$ cat src/rtl/sha256_pkg.sv
// Shared constants and types for the SHA-256 stream hasher.
// Depends on nothing; the core and top-level files use it by scoped names.
package sha256_pkg;

    localparam int unsigned WordW  = 32;
    localparam int unsigned Rounds = 64;
    localparam logic [7:0]  PadByte = 8'h80;

    typedef logic [WordW-1:0] word_t;
    typedef word_t [7:0] hash_t;

    localparam hash_t InitHash = '{
        32'h5be0cd19, 32'h1f83d9ab, 32'h9b05688c, 32'h510e527f,
        32'ha54ff53a, 32'h3c6ef372, 32'hbb67ae85, 32'h6a09e667
    };

    // Round constant for round t
    function automatic word_t round_k(input logic [5:0] t);
        word_t k;
        begin
            case (t)
                6'd0: k = 32'h428a2f98; 6'd1: k = 32'h71374491;
                6'd2: k = 32'hb5c0fbcf; 6'd3: k = 32'he9b5dba5;
                6'd4: k = 32'h3956c25b; 6'd5: k = 32'h59f111f1;
                6'd6: k = 32'h923f82a4; 6'd7: k = 32'hab1c5ed5;
                6'd8: k = 32'hd807aa98; 6'd9: k = 32'h12835b01;
                6'd10: k = 32'h243185be; 6'd11: k = 32'h550c7dc3;
                6'd12: k = 32'h72be5d74; 6'd13: k = 32'h80deb1fe;
                6'd14: k = 32'h9bdc06a7; 6'd15: k = 32'hc19bf174;
                6'd16: k = 32'he49b69c1; 6'd17: k = 32'hefbe4786;
                6'd18: k = 32'h0fc19dc6; 6'd19: k = 32'h240ca1cc;
                6'd20: k = 32'h2de92c6f; 6'd21: k = 32'h4a7484aa;
                6'd22: k = 32'h5cb0a9dc; 6'd23: k = 32'h76f988da;
                6'd24: k = 32'h983e5152; 6'd25: k = 32'ha831c66d;
                6'd26: k = 32'hb00327c8; 6'd27: k = 32'hbf597fc7;
                6'd28: k = 32'hc6e00bf3; 6'd29: k = 32'hd5a79147;
                6'd30: k = 32'h06ca6351; 6'd31: k = 32'h14292967;
                6'd32: k = 32'h27b70a85; 6'd33: k = 32'h2e1b2138;
                6'd34: k = 32'h4d2c6dfc; 6'd35: k = 32'h53380d13;
                6'd36: k = 32'h650a7354; 6'd37: k = 32'h766a0abb;
                6'd38: k = 32'h81c2c92e; 6'd39: k = 32'h92722c85;
                6'd40: k = 32'ha2bfe8a1; 6'd41: k = 32'ha81a664b;
                6'd42: k = 32'hc24b8b70; 6'd43: k = 32'hc76c51a3;
                6'd44: k = 32'hd192e819; 6'd45: k = 32'hd6990624;
                6'd46: k = 32'hf40e3585; 6'd47: k = 32'h106aa070;
                6'd48: k = 32'h19a4c116; 6'd49: k = 32'h1e376c08;
                6'd50: k = 32'h2748774c; 6'd51: k = 32'h34b0bcb5;
                6'd52: k = 32'h391c0cb3; 6'd53: k = 32'h4ed8aa4a;
                6'd54: k = 32'h5b9cca4f; 6'd55: k = 32'h682e6ff3;
                6'd56: k = 32'h748f82ee; 6'd57: k = 32'h78a5636f;
                6'd58: k = 32'h84c87814; 6'd59: k = 32'h8cc70208;
                6'd60: k = 32'h90befffa; 6'd61: k = 32'ha4506ceb;
                6'd62: k = 32'hbef9a3f7; default: k = 32'hc67178f2;
            endcase
            return k;
        end
    endfunction

    function automatic word_t ror(input word_t x, input int unsigned n);
        begin
            return (x >> n) | (x << (WordW - n));
        end
    endfunction

    // Control from sequencer to compression core
    typedef struct packed {
        logic start;
        logic init;
    } core_ctl_t;

endpackage

$ cat src/rtl/sha256_core.sv
// One-round-per-cycle SHA-256 compression unit with a 16-word schedule window.
// Depends on sha256_pkg.
module sha256_core
(
    input  logic                        clk,
    input  logic                        rst_n,
    input  sha256_pkg::core_ctl_t       ctl,
    input  sha256_pkg::word_t [15:0]    block,
    output logic                        busy,
    output sha256_pkg::hash_t           hash
);

    sha256_pkg::hash_t       hash_reg, v_reg;
    sha256_pkg::word_t [15:0] w_reg;
    logic [5:0] t_reg;
    logic       busy_reg;

    sha256_pkg::word_t e, a, t1, t2, s0, s1, wn;

    // Single round datapath and schedule step
    always_comb
    begin
        e  = v_reg[4];
        a  = v_reg[0];
        t1 = v_reg[7] + (sha256_pkg::ror(e, 6) ^ sha256_pkg::ror(e, 11)
             ^ sha256_pkg::ror(e, 25)) + ((e & v_reg[5]) ^ (~e & v_reg[6]))
             + sha256_pkg::round_k(t_reg) + w_reg[0];
        t2 = (sha256_pkg::ror(a, 2) ^ sha256_pkg::ror(a, 13) ^ sha256_pkg::ror(a, 22))
             + ((a & v_reg[1]) ^ (a & v_reg[2]) ^ (v_reg[1] & v_reg[2]));
        s0 = sha256_pkg::ror(w_reg[1], 7) ^ sha256_pkg::ror(w_reg[1], 18)
             ^ (w_reg[1] >> 3);
        s1 = sha256_pkg::ror(w_reg[14], 17) ^ sha256_pkg::ror(w_reg[14], 19)
             ^ (w_reg[14] >> 10);
        wn = s1 + w_reg[9] + s0 + w_reg[0];
    end

    always_ff @(posedge clk or negedge rst_n)
    begin
        if (!rst_n)
        begin
            busy_reg <= 1'b0;
            t_reg    <= '0;
            hash_reg <= sha256_pkg::InitHash;
            v_reg    <= '0;
            w_reg    <= '0;
        end
        else if (ctl.init)
        begin
            hash_reg <= sha256_pkg::InitHash;
        end
        else if (ctl.start)
        begin
            busy_reg <= 1'b1;
            t_reg    <= '0;
            v_reg    <= hash_reg;
            w_reg    <= block;
        end
        else if (busy_reg)
        begin
            // advance one round
            v_reg <= {v_reg[6:4], v_reg[3] + t1, v_reg[2:0], t1 + t2};
            w_reg <= {wn, w_reg[15:1]};
            t_reg <= t_reg + 6'd1;
            if (t_reg == 6'(sha256_pkg::Rounds - 1))
            begin
                busy_reg    <= 1'b0;
                hash_reg[0] <= hash_reg[0] + t1 + t2;
                for (int i = 1; i < 8; i++)
                begin
                    if (i == 4)
                        hash_reg[i] <= hash_reg[i] + v_reg[3] + t1;
                    else
                        hash_reg[i] <= hash_reg[i] + v_reg[i-1];
                end
            end
        end
    end

    assign busy = busy_reg;
    assign hash = hash_reg;

endmodule

$ cat src/rtl/sha256_stream_hasher_unit.sv
// SHA-256 stream hasher top level: byte packer, padding sequencer, digest out.
// Flow: a byte that does not complete a block is taken without holding off input; a byte that
// completes one holds off input while the block is compressed (start, 64 rounds, handoff). An end item
// pads one byte per cycle up to the block end, runs one or two such compressions,
// then shows eight digest words.
// Reset: asynchronous active low; hash returns to the initial value, counts clear.
module sha256_stream_hasher_unit
(
    input  logic        clk,
    input  logic        rst_n,
    input  logic        s_tvalid,
    output logic        s_tready,
    input  logic [7:0]  s_tdata,   // [7:0] data_byte
    input  logic [1:0]  s_tuser,   // [0] byte_present, [1] end_of_message
    output logic        m_tvalid,
    input  logic        m_tready,
    output logic [39:0] m_tdata,   // [31:0] digest_word, [34:32] word_index, rest 0
    output logic        m_tlast    // final_word
);

    typedef enum logic [4:0] {
        ST_IDLE = 5'b00001,
        ST_COMP = 5'b00010,
        ST_PAD  = 5'b00100,
        ST_WAIT = 5'b01000,
        ST_OUT  = 5'b10000
    } state_t;

    state_t state_reg, state_next;
    logic [511:0] blk_reg;         // byte shift line, oldest byte on top
    logic [5:0]   fill_reg;
    logic [60:0]  total_reg;
    logic [2:0]   idx_reg;
    logic         last_reg;        // compression in flight is the final one
    logic         pend_reg;        // end flag still to handle
    logic         pad_first_reg;   // 0x80 still to place
    logic         final_blk_reg;   // block being filled carries the length
    sha256_pkg::word_t [15:0] block;
    sha256_pkg::core_ctl_t    ctl;
    logic busy;
    sha256_pkg::hash_t hash;
    logic [63:0] bits;
    logic [7:0]  pad_byte;

    // Split the byte line into big-endian words, word 0 first
    always_comb
    begin
        for (int i = 0; i < 16; i++)
            block[i] = blk_reg[32*(15-i) +: 32];
    end

    assign bits = {total_reg, 3'b000};

    // Pick the padding byte for the current offset
    always_comb
    begin
        if (pad_first_reg)
            pad_byte = sha256_pkg::PadByte;
        else if (final_blk_reg && fill_reg >= 6'd56)
            pad_byte = bits[{~fill_reg[2:0], 3'b000} +: 8];
        else
            pad_byte = 8'h00;
    end

    sha256_core u_core
    (
        .clk   (clk),
        .rst_n (rst_n),
        .ctl   (ctl),
        .block (block),
        .busy  (busy),
        .hash  (hash)
    );

    assign s_tready = (state_reg == ST_IDLE);
    assign m_tvalid = (state_reg == ST_OUT);
    assign m_tdata  = {5'd0, idx_reg, hash[idx_reg]};
    assign m_tlast  = (idx_reg == 3'd7);

    // Sequencer next state
    always_comb
    begin
        state_next = state_reg;
        ctl = '0;
        unique case (state_reg)
            ST_IDLE:
            begin
                if (s_tvalid)
                begin
                    if (s_tuser[0] && fill_reg == 6'd63)
                        state_next = ST_COMP;
                    else if (s_tuser[1])
                        state_next = ST_PAD;
                end
            end
            ST_COMP:
            begin
                ctl.start  = 1'b1;
                state_next = ST_WAIT;
            end
            ST_PAD:
            begin
                // one byte of padding per cycle up to the block end
                if (fill_reg == 6'd63)
                    state_next = ST_COMP;
            end
            ST_WAIT:
            begin
                if (!busy)
                begin
                    if (last_reg)
                        state_next = ST_OUT;
                    else if (pend_reg)
                        state_next = ST_PAD;
                    else
                        state_next = ST_IDLE;
                end
            end
            ST_OUT:
            begin
                if (m_tready && idx_reg == 3'd7)
                begin
                    ctl.init   = 1'b1;
                    state_next = ST_IDLE;
                end
            end
            default: state_next = ST_IDLE;
        endcase
    end

    // Shift message and padding bytes into the block line
    always_ff @(posedge clk)
    begin
        if (state_reg == ST_IDLE && s_tvalid && s_tuser[0])
            blk_reg <= {blk_reg[503:0], s_tdata};
        else if (state_reg == ST_PAD)
            blk_reg <= {blk_reg[503:0], pad_byte};
    end

    // Control registers
    always_ff @(posedge clk or negedge rst_n)
    begin
        if (!rst_n)
        begin
            state_reg     <= ST_IDLE;
            fill_reg      <= '0;
            total_reg     <= '0;
            idx_reg       <= '0;
            last_reg      <= 1'b0;
            pend_reg      <= 1'b0;
            pad_first_reg <= 1'b0;
            final_blk_reg <= 1'b0;
        end
        else
        begin
            state_reg <= state_next;
            unique case (state_reg)
                ST_IDLE:
                begin
                    if (s_tvalid)
                    begin
                        pend_reg      <= s_tuser[1];
                        pad_first_reg <= 1'b1;
                        final_blk_reg <= 1'b0;
                        if (s_tuser[0])
                        begin
                            total_reg <= total_reg + 61'd1;
                            fill_reg  <= fill_reg + 6'd1;
                        end
                    end
                end
                ST_COMP: last_reg <= final_blk_reg;
                ST_PAD:
                begin
                    fill_reg      <= fill_reg + 6'd1;
                    pad_first_reg <= 1'b0;
                    if (pad_first_reg && fill_reg < 6'd56)
                        final_blk_reg <= 1'b1;
                end
                ST_WAIT:
                begin
                    // 0x80 went into the previous block: this one carries the length
                    if (!busy && !last_reg && pend_reg && !pad_first_reg)
                        final_blk_reg <= 1'b1;
                end
                ST_OUT:
                begin
                    if (m_tready)
                    begin
                        idx_reg <= idx_reg + 3'd1;
                        if (idx_reg == 3'd7)
                        begin
                            fill_reg  <= '0;
                            total_reg <= '0;
                            pend_reg  <= 1'b0;
                            last_reg  <= 1'b0;
                        end
                    end
                end
                default: ;
            endcase
        end
    end

endmodule

$ cat config.mk
export PLATFORM = sky130hd
export DESIGN_NAME = sha256_stream_hasher_unit
export DESIGN_NICKNAME = d
export VERILOG_FILES = /design/src/rtl/sha256_pkg.sv /design/src/rtl/sha256_core.sv /design/src/rtl/sha256_stream_hasher_unit.sv
export SDC_FILE = /design/constraint.sdc
export NUM_CORES = 2
export LEC_CHECK = 0
export BUFFER_PORTS_ARGS = -buffer_cell sky130_fd_sc_hd__clkbuf_2
export CAP_MARGIN = 20
export CORE_MARGIN = 10
export CORE_UTILIZATION = 45
export DETAILED_ROUTE_END_ITERATION = 12
export HOLD_SLACK_MARGIN = 0.03
export PLACE_DENSITY = 0.71
export SYNTH_ARGS = -nofsm -noshare
export SYNTH_HDL_FRONTEND = slang
export SYNTH_SLANG_ARGS = --single-unit
$ cat constraint.sdc
create_clock -name clk -period 15.4 [get_ports clk]
set_clock_uncertainty 0.05 [all_clocks]
set_input_delay 4.62 -clock clk [delete_from_list [all_inputs] [get_ports clk]]
set_output_delay 4.62 -clock clk [all_outputs]
set_load 0.1 [all_outputs]
# --- After elaboration in Yosys (flattened, before gate mapping) ---
# Memories as Yosys holds them, arrays and structs flattened.
# Index checks and enable logic that the tools add are counted.
# Widths: inputs -> output; s select.
classes:
  order_cmp: 3
  n_mux: 52
  n_eq_ne: 19
  n_addsub: 24
  n_reduce_logical: 31
  bitwise_logic: 29
  shifts: 1
ops:
  columns: ["operator", "n"]
  rows:
  - ["$mux 512", 4]
  - ["$mux 256", 6]
  - ["$add 32x32->32", 20]
  - ["$xor 32x32->32", 9]
  - ["$mux 61", 4]
  - ["$and 32x32->32", 5]
  - ["$pmux 61 s2", 1]
  - ["$bmux 32 s3", 1]
  - ["$shiftx 64x7->8", 1]
  - ["$add 61x1->61 const B", 1]
  - ["$mux 6", 6]
  - ["$mux 5", 7]
  - ["$mux 32", 1]
  - ["$not 32->32", 1]
  - ["$or 10x32->32", 1]
  - ["$or 13x32->32", 1]
  - ["$or 14x32->32", 1]
  - ["$or 15x32->32", 1]
  - ["$or 19x32->32", 1]
  - ["$or 21x32->32", 1]
  - ["$or 25x32->32", 1]
  - ["$or 26x32->32", 1]
  - ["$or 30x32->32", 1]
  - ["$or 7x32->32", 1]
  - ["other kinds (34)", 82]
word_totals:
  out_inout_bits: 43
  rom_bits: 2048
  ff_bits: 1622
  mem_count: 1
mem_list:
  columns: ["name", "words", "width", "read_ports", "rd_ports_with_merged_regs", "write_ports", "line_no", "rtl"]
  rows:
  - ["(name not given)", 64, 32, 1, 0, 0, "sha256_pkg.sv:21", "case (t)"]

# --- Logic depth before layout (Yosys ltp) ---
depth:
  word_depth: 13
  mapped_depth: 44
  mapped_depth_nobuf: 42

# --- By module ---
# A second synthesis with hierarchy kept.
hier_totals:
  hier_cells: 9442
  area_unflattened_um2: 96761.6
by_module_without_submodules:
  columns: ["module", "instances", "cells_each", "area_each_um2"]
  rows:
  - ["sha256_core", 1, 8271, 74625.3]
  - ["sha256_stream_hasher_unit", 1, 1171, 22136.2]

# --- Worst setup path after synthesis ---
# OpenSTA, ideal clock, no wires.
synth_path:
  kind: "in2reg"
  startpoint: "input port s_tvalid"
  endpoint: "register fill_reg[5]"
  setup_time_ps: 78
  slack_ps: -3068
  t_required_ps: 15272
  t_arrival_ps: 18340
  path_stages: 7
  path_cell_list: "and3_1 nand2b_1 a21oi_1 nor2_1 nand4_1 or3_1 a21oi_1"
synth_via:
  elab_chain_cells: 2
synth_rtl:
  columns: ["element", "line_no", "rtl"]
  rows:
  - ["start: declaration", "sha256_stream_hasher_unit.sv:11", "input logic s_tvalid,"]
  - ["$ne 2x2->1 (no source line)", null, null]
  - ["$reduce_and 5->1 (no source line)", null, null]
  - ["end signal: assignment", "sha256_stream_hasher_unit.sv:168", "fill_reg <= fill_reg + 6'd1;"]
  - ["end signal: assignment", "sha256_stream_hasher_unit.sv:175", "fill_reg <= fill_reg + 6'd1;"]
  - ["end: declaration", "sha256_stream_hasher_unit.sv:31", "logic [5:0] fill_reg;"]
# No other way between the ends.
# A chain may end at the register's enable or synchronous reset.

# --- Final worst setup path ---
layout_path:
  startpoint: "register u_core.t_reg[0]"
  endpoint: "register u_core.hash_reg, in the netlist u_core.hash[159]"
layout_via:
  elab_chain_cells: 8
layout_rtl:
  columns: ["element", "line_no", "rtl"]
  rows:
  - ["start: declaration", "sha256_core.sv:15", "logic [5:0] t_reg;"]
  - ["start signal: assignment", "sha256_core.sv:63", "t_reg <= t_reg + 6'd1;"]
  - ["$mem_v2 64x32", null, null]
  - ["$add 32x32->32 (2 in series)", "sha256_core.sv:27", "+ sha256_pkg::round_k(t_reg) + w_reg[0];"]
  - ["$add 32x32->32", "sha256_core.sv:71", "hash_reg[i] <= hash_reg[i] + v_reg[3] + t1;"]
  - ["$mux 256", "sha256_core.sv:64", "if (t_reg == 6'(sha256_pkg::Rounds - 1))"]
  - ["$mux 256", "sha256_core.sv:58", "else if (busy_reg)"]
  - ["$mux 256", "sha256_core.sv:51", "else if (ctl.start)"]
  - ["$mux 256", "sha256_core.sv:47", "else if (ctl.init)"]
  - ["end signal: assignment", "sha256_core.sv:49", "hash_reg <= sha256_pkg::InitHash;"]
  - ["end signal: indexed assignment", "sha256_core.sv:71", null]
  - ["end signal: indexed assignment", "sha256_core.sv:73", "hash_reg[i] <= hash_reg[i] + v_reg[i-1];"]
  - ["end: declaration", "sha256_core.sv:13", "sha256_pkg::hash_t hash_reg, v_reg;"]
# Several ways; a longest one is shown, not always the timed one. The select of a mux whose other input is x is not followed.

==> results_dict.tcl <==
set metrics [dict create \
    status "finished clean" \
    drt_first_pass_iters 6 \
    layout.nets 10500 \
    grt_max_degree 202 \
    synthCells 10100 \
    yosysTopAreaCell "dfrtp_1" \
    path_clk_slew_ns 0.07 \
    drv_slew 0 \
    syn_to_final_growth_pct 8.85 \
    clock-root-buffer "clkbuf_16" \
    io_buffers 51 \
    fill_cells 19200 \
    reg2reg_from "u_core.t_reg[0]" \
    ys_warn_count 0 \
    die_h_um 480 \
    place.gp.congestion 0.981 \
    grt_overflow 0 \
    dieArea_um2 231000 \
    power_frac_comb 0.008 \
    dr_total_vias 76300 \
    synth_edf_count 512 \
    route.detailed.drc 0 \
    cts_buffers 175 \
    grt_pass1_wl_mm 448 \
    cts_hold_buf 0 \
    dp_cells 12500 \
    fmax_ghz 0.0854 \
    synth_top_area_share 0.255 \
    die_w_um 480 \
    p_int_mw 6.93 \
    p_per_area_nw_per_um2 85.6 \
    syn_area_um2 95400 \
    slew_headroom 0.135 \
    synth.most_common_cell "nand2_1" \
    drt-total-wl_mm 290 \
    drtAntennaViolNets 0 \
    synth.area.top_cells "dfrtp_1, edfxtp_1, nand2_1, ha_1, fa_1" \
    ff2ff_path_depth 37 \
    critPathArrivalTime_ns 12.34 \
    worst-slew-pin-transition_ns 1.28 \
    maxCapViolations 0 \
    setup_viol 0 \
    synth_seq_area_share 0.454 \
    synthArstFlopShare 0.684 \
    worst-path-max-fanout 16 \
    min_period_ns 11.70 \
    clock-sinks 1622 \
    clock_path_buffers 3 \
    grt_setup_unrepaired "no" \
    yosys-top-cells-count "nand2_1, nor2_1, dfrtp_1" \
    hp-class "register to register" \
    hpwl_mm 204 \
    reg2reg_slack_ns 3.70 \
    hold_viol_final 0 \
    wl_per_cell_um 22.7 \
    insertion_delay_ns 0.88 \
    track_usage 0.245 \
    ys_types 87 \
    critPathCapture "u_core.hash[159]" \
    p_switching_mw 1.95 \
    drt_iter0_drc 8104 \
    pwr-share-seq 0.498 \
    cp.required_ns 16.04 \
    cpPeakStageDelay_ns 0.88 \
    synthFlopType "dfrtp_1" \
    seqCellArea_um2 43300 \
    critical_path_class "register to register" \
    cts_max_level 4 \
    stdcell_count 12800 \
    avgViaCountPerCell 5.96 \
    hp-start "blk_reg[101]" \
    min_period_over_period 0.760 \
    io_pins 57 \
    cts.repair.resized 0 \
    fin_tns_setup_ns 0 \
    avgSynthCellArea_um2 9.41 \
    initial_core_util 0.454 \
    startpoint_type "register" \
    clock_power_share 0.494 \
    first_global_vias 74200 \
    cp-startpoint "u_core.t_reg[0]" \
    drive_above_1_share 0.0738 \
    endpoint_kind "register" \
    multi_input_area_um2 48100 \
    synth-seq-cells 1622 \
    coreArea_um2 210000 \
    crit_top_cell "fa_1" \
    leakage_nw 46.0 \
    p_sw_frac 0.220 \
    cts_tree "yes" \
    final_core_util 0.494 \
    worstReg2RegEnd "u_core.hash[159]" \
    antenna_found_initial 10 \
    row_count 168 \
    worst_ir_drop_vdd_v 0.000123 \
    post_cts_buffers 0 \
    crit_slowest_cell "a2111oi_0" \
]
-- stage by stage --
stage                     total power, mW  cell area [µm²]  worst slack (ns)  hold slack [ns]
after floorplan                      4.52            95400              2.99            0.371
final                                8.88           104000              3.70            0.374
after CTS                            8.94           104000              3.89            0.363
after detailed placement             4.58            97800              3.92            0.382
after global routing                 9.12           104000              3.16            0.387
after global placement               4.58            97800              3.98            0.377
-- cells by family after synthesis --
logic type / count (synthesis) / share of synthesized area
AO/OA/AOI/OAI: 2394 / 0.157
multiplexers: 157 / 0.0273
XOR/XNOR: 647 / 0.0596
flip-flops: 1622 / 0.454
buffers and inverters: 1087 / 0.0430
adder cells (fa/ha/maj): 687 / 0.107
other: 1 / 0.0000393
AND/OR/NAND/NOR: 3546 / 0.152
-- worst min path at each step --
stage,end,slack [ns],cells past startpoint
2_1_floorplan,blk_reg[38],0.37,0
3_3_place_gp,blk_reg[166],0.38,0
3_5_place_dp,blk_reg[302],0.38,0
4_1_cts,blk_reg[109],0.36,0
5_1_grt,blk_reg[109],0.39,0
6_report,blk_reg[109],0.37,0
-- critical path: cells and delay by family, from the launching register on --
kind | cells | cell delay (ns)
XOR/XNOR | 3 | 0.79
AO/OA/AOI/OAI | 17 | 4.40
adder cells (fa/ha/maj) | 8 | 3.82
flip-flops | 1 | 0.72
AND/OR/NAND/NOR | 4 | 0.66
buffers and inverters | 5 | 1.12
-- metal layers --
layer | vias up | share of wire | track usage
li1 | 34600 | - | -
met1 | 37800 | 0.43 | 0.349
met2 | 3320 | 0.44 | 0.370
met3 | 590 | 0.086 | 0.0440
met4 | 8 | 0.045 | 0.0981
met5 | - | 0.00019 | 0
-- cell usage in the layout, fill, tap and decap left out, types with 22 or more instances in the layout --
cell / instances
nand2_1: 1895
clkbuf_1: 50
clkinv_2: 38
o21ai_0: 333
nor3_1: 81
fa_1: 227
nor2b_1: 59
and3_1: 57
o211ai_1: 108
mux2i_1: 34
nand3_1: 131
nor2_1: 1090
xnor2_1: 434
clkbuf_16: 176
ha_1: 429
mux4_2: 78
dfstp_2: 137
a21o_1: 172
or3_1: 41
a211oi_1: 79
mux2_2: 45
a31oi_1: 720
nand2b_1: 71
dfrtp_1: 968
buf_4: 89
o31ai_1: 29
clkbuf_8: 22
inv_1: 440
edfxtp_1: 512
clkbuf_2: 50
nand4_1: 38
maj3_1: 31
o21bai_1: 48
xor2_1: 212
o21a_1: 69
a21oi_1: 616
-- cell type report --
| class | instances | share of cell area |
|---|---|---|
| diodes | 3 | 0.0000723 |
| clock buffers | 248 | 0.0471 |
| clock inverters | 83 | 0.0107 |
| inverters | 444 | 0.0160 |
| multi-input cells | 7436 | 0.463 |
| flip-flops and latches | 1622 | 0.417 |
| well taps | 2805 | 0.0338 |
| repair buffers | 156 | 0.0121 |
-- power by group through the flow --
stage	clock, mW	sequential [mW]	combinational, mW
final	4.39	4.43	0.0713
after global routing	4.61	4.42	0.0823
after CTS	4.44	4.43	0.0760
after detailed placement	0	4.51	0.0758
after global placement	0	4.51	0.0753
after floorplan	0	4.51	0.00648
No activity file was read; power rests on OpenSTA's default activity.
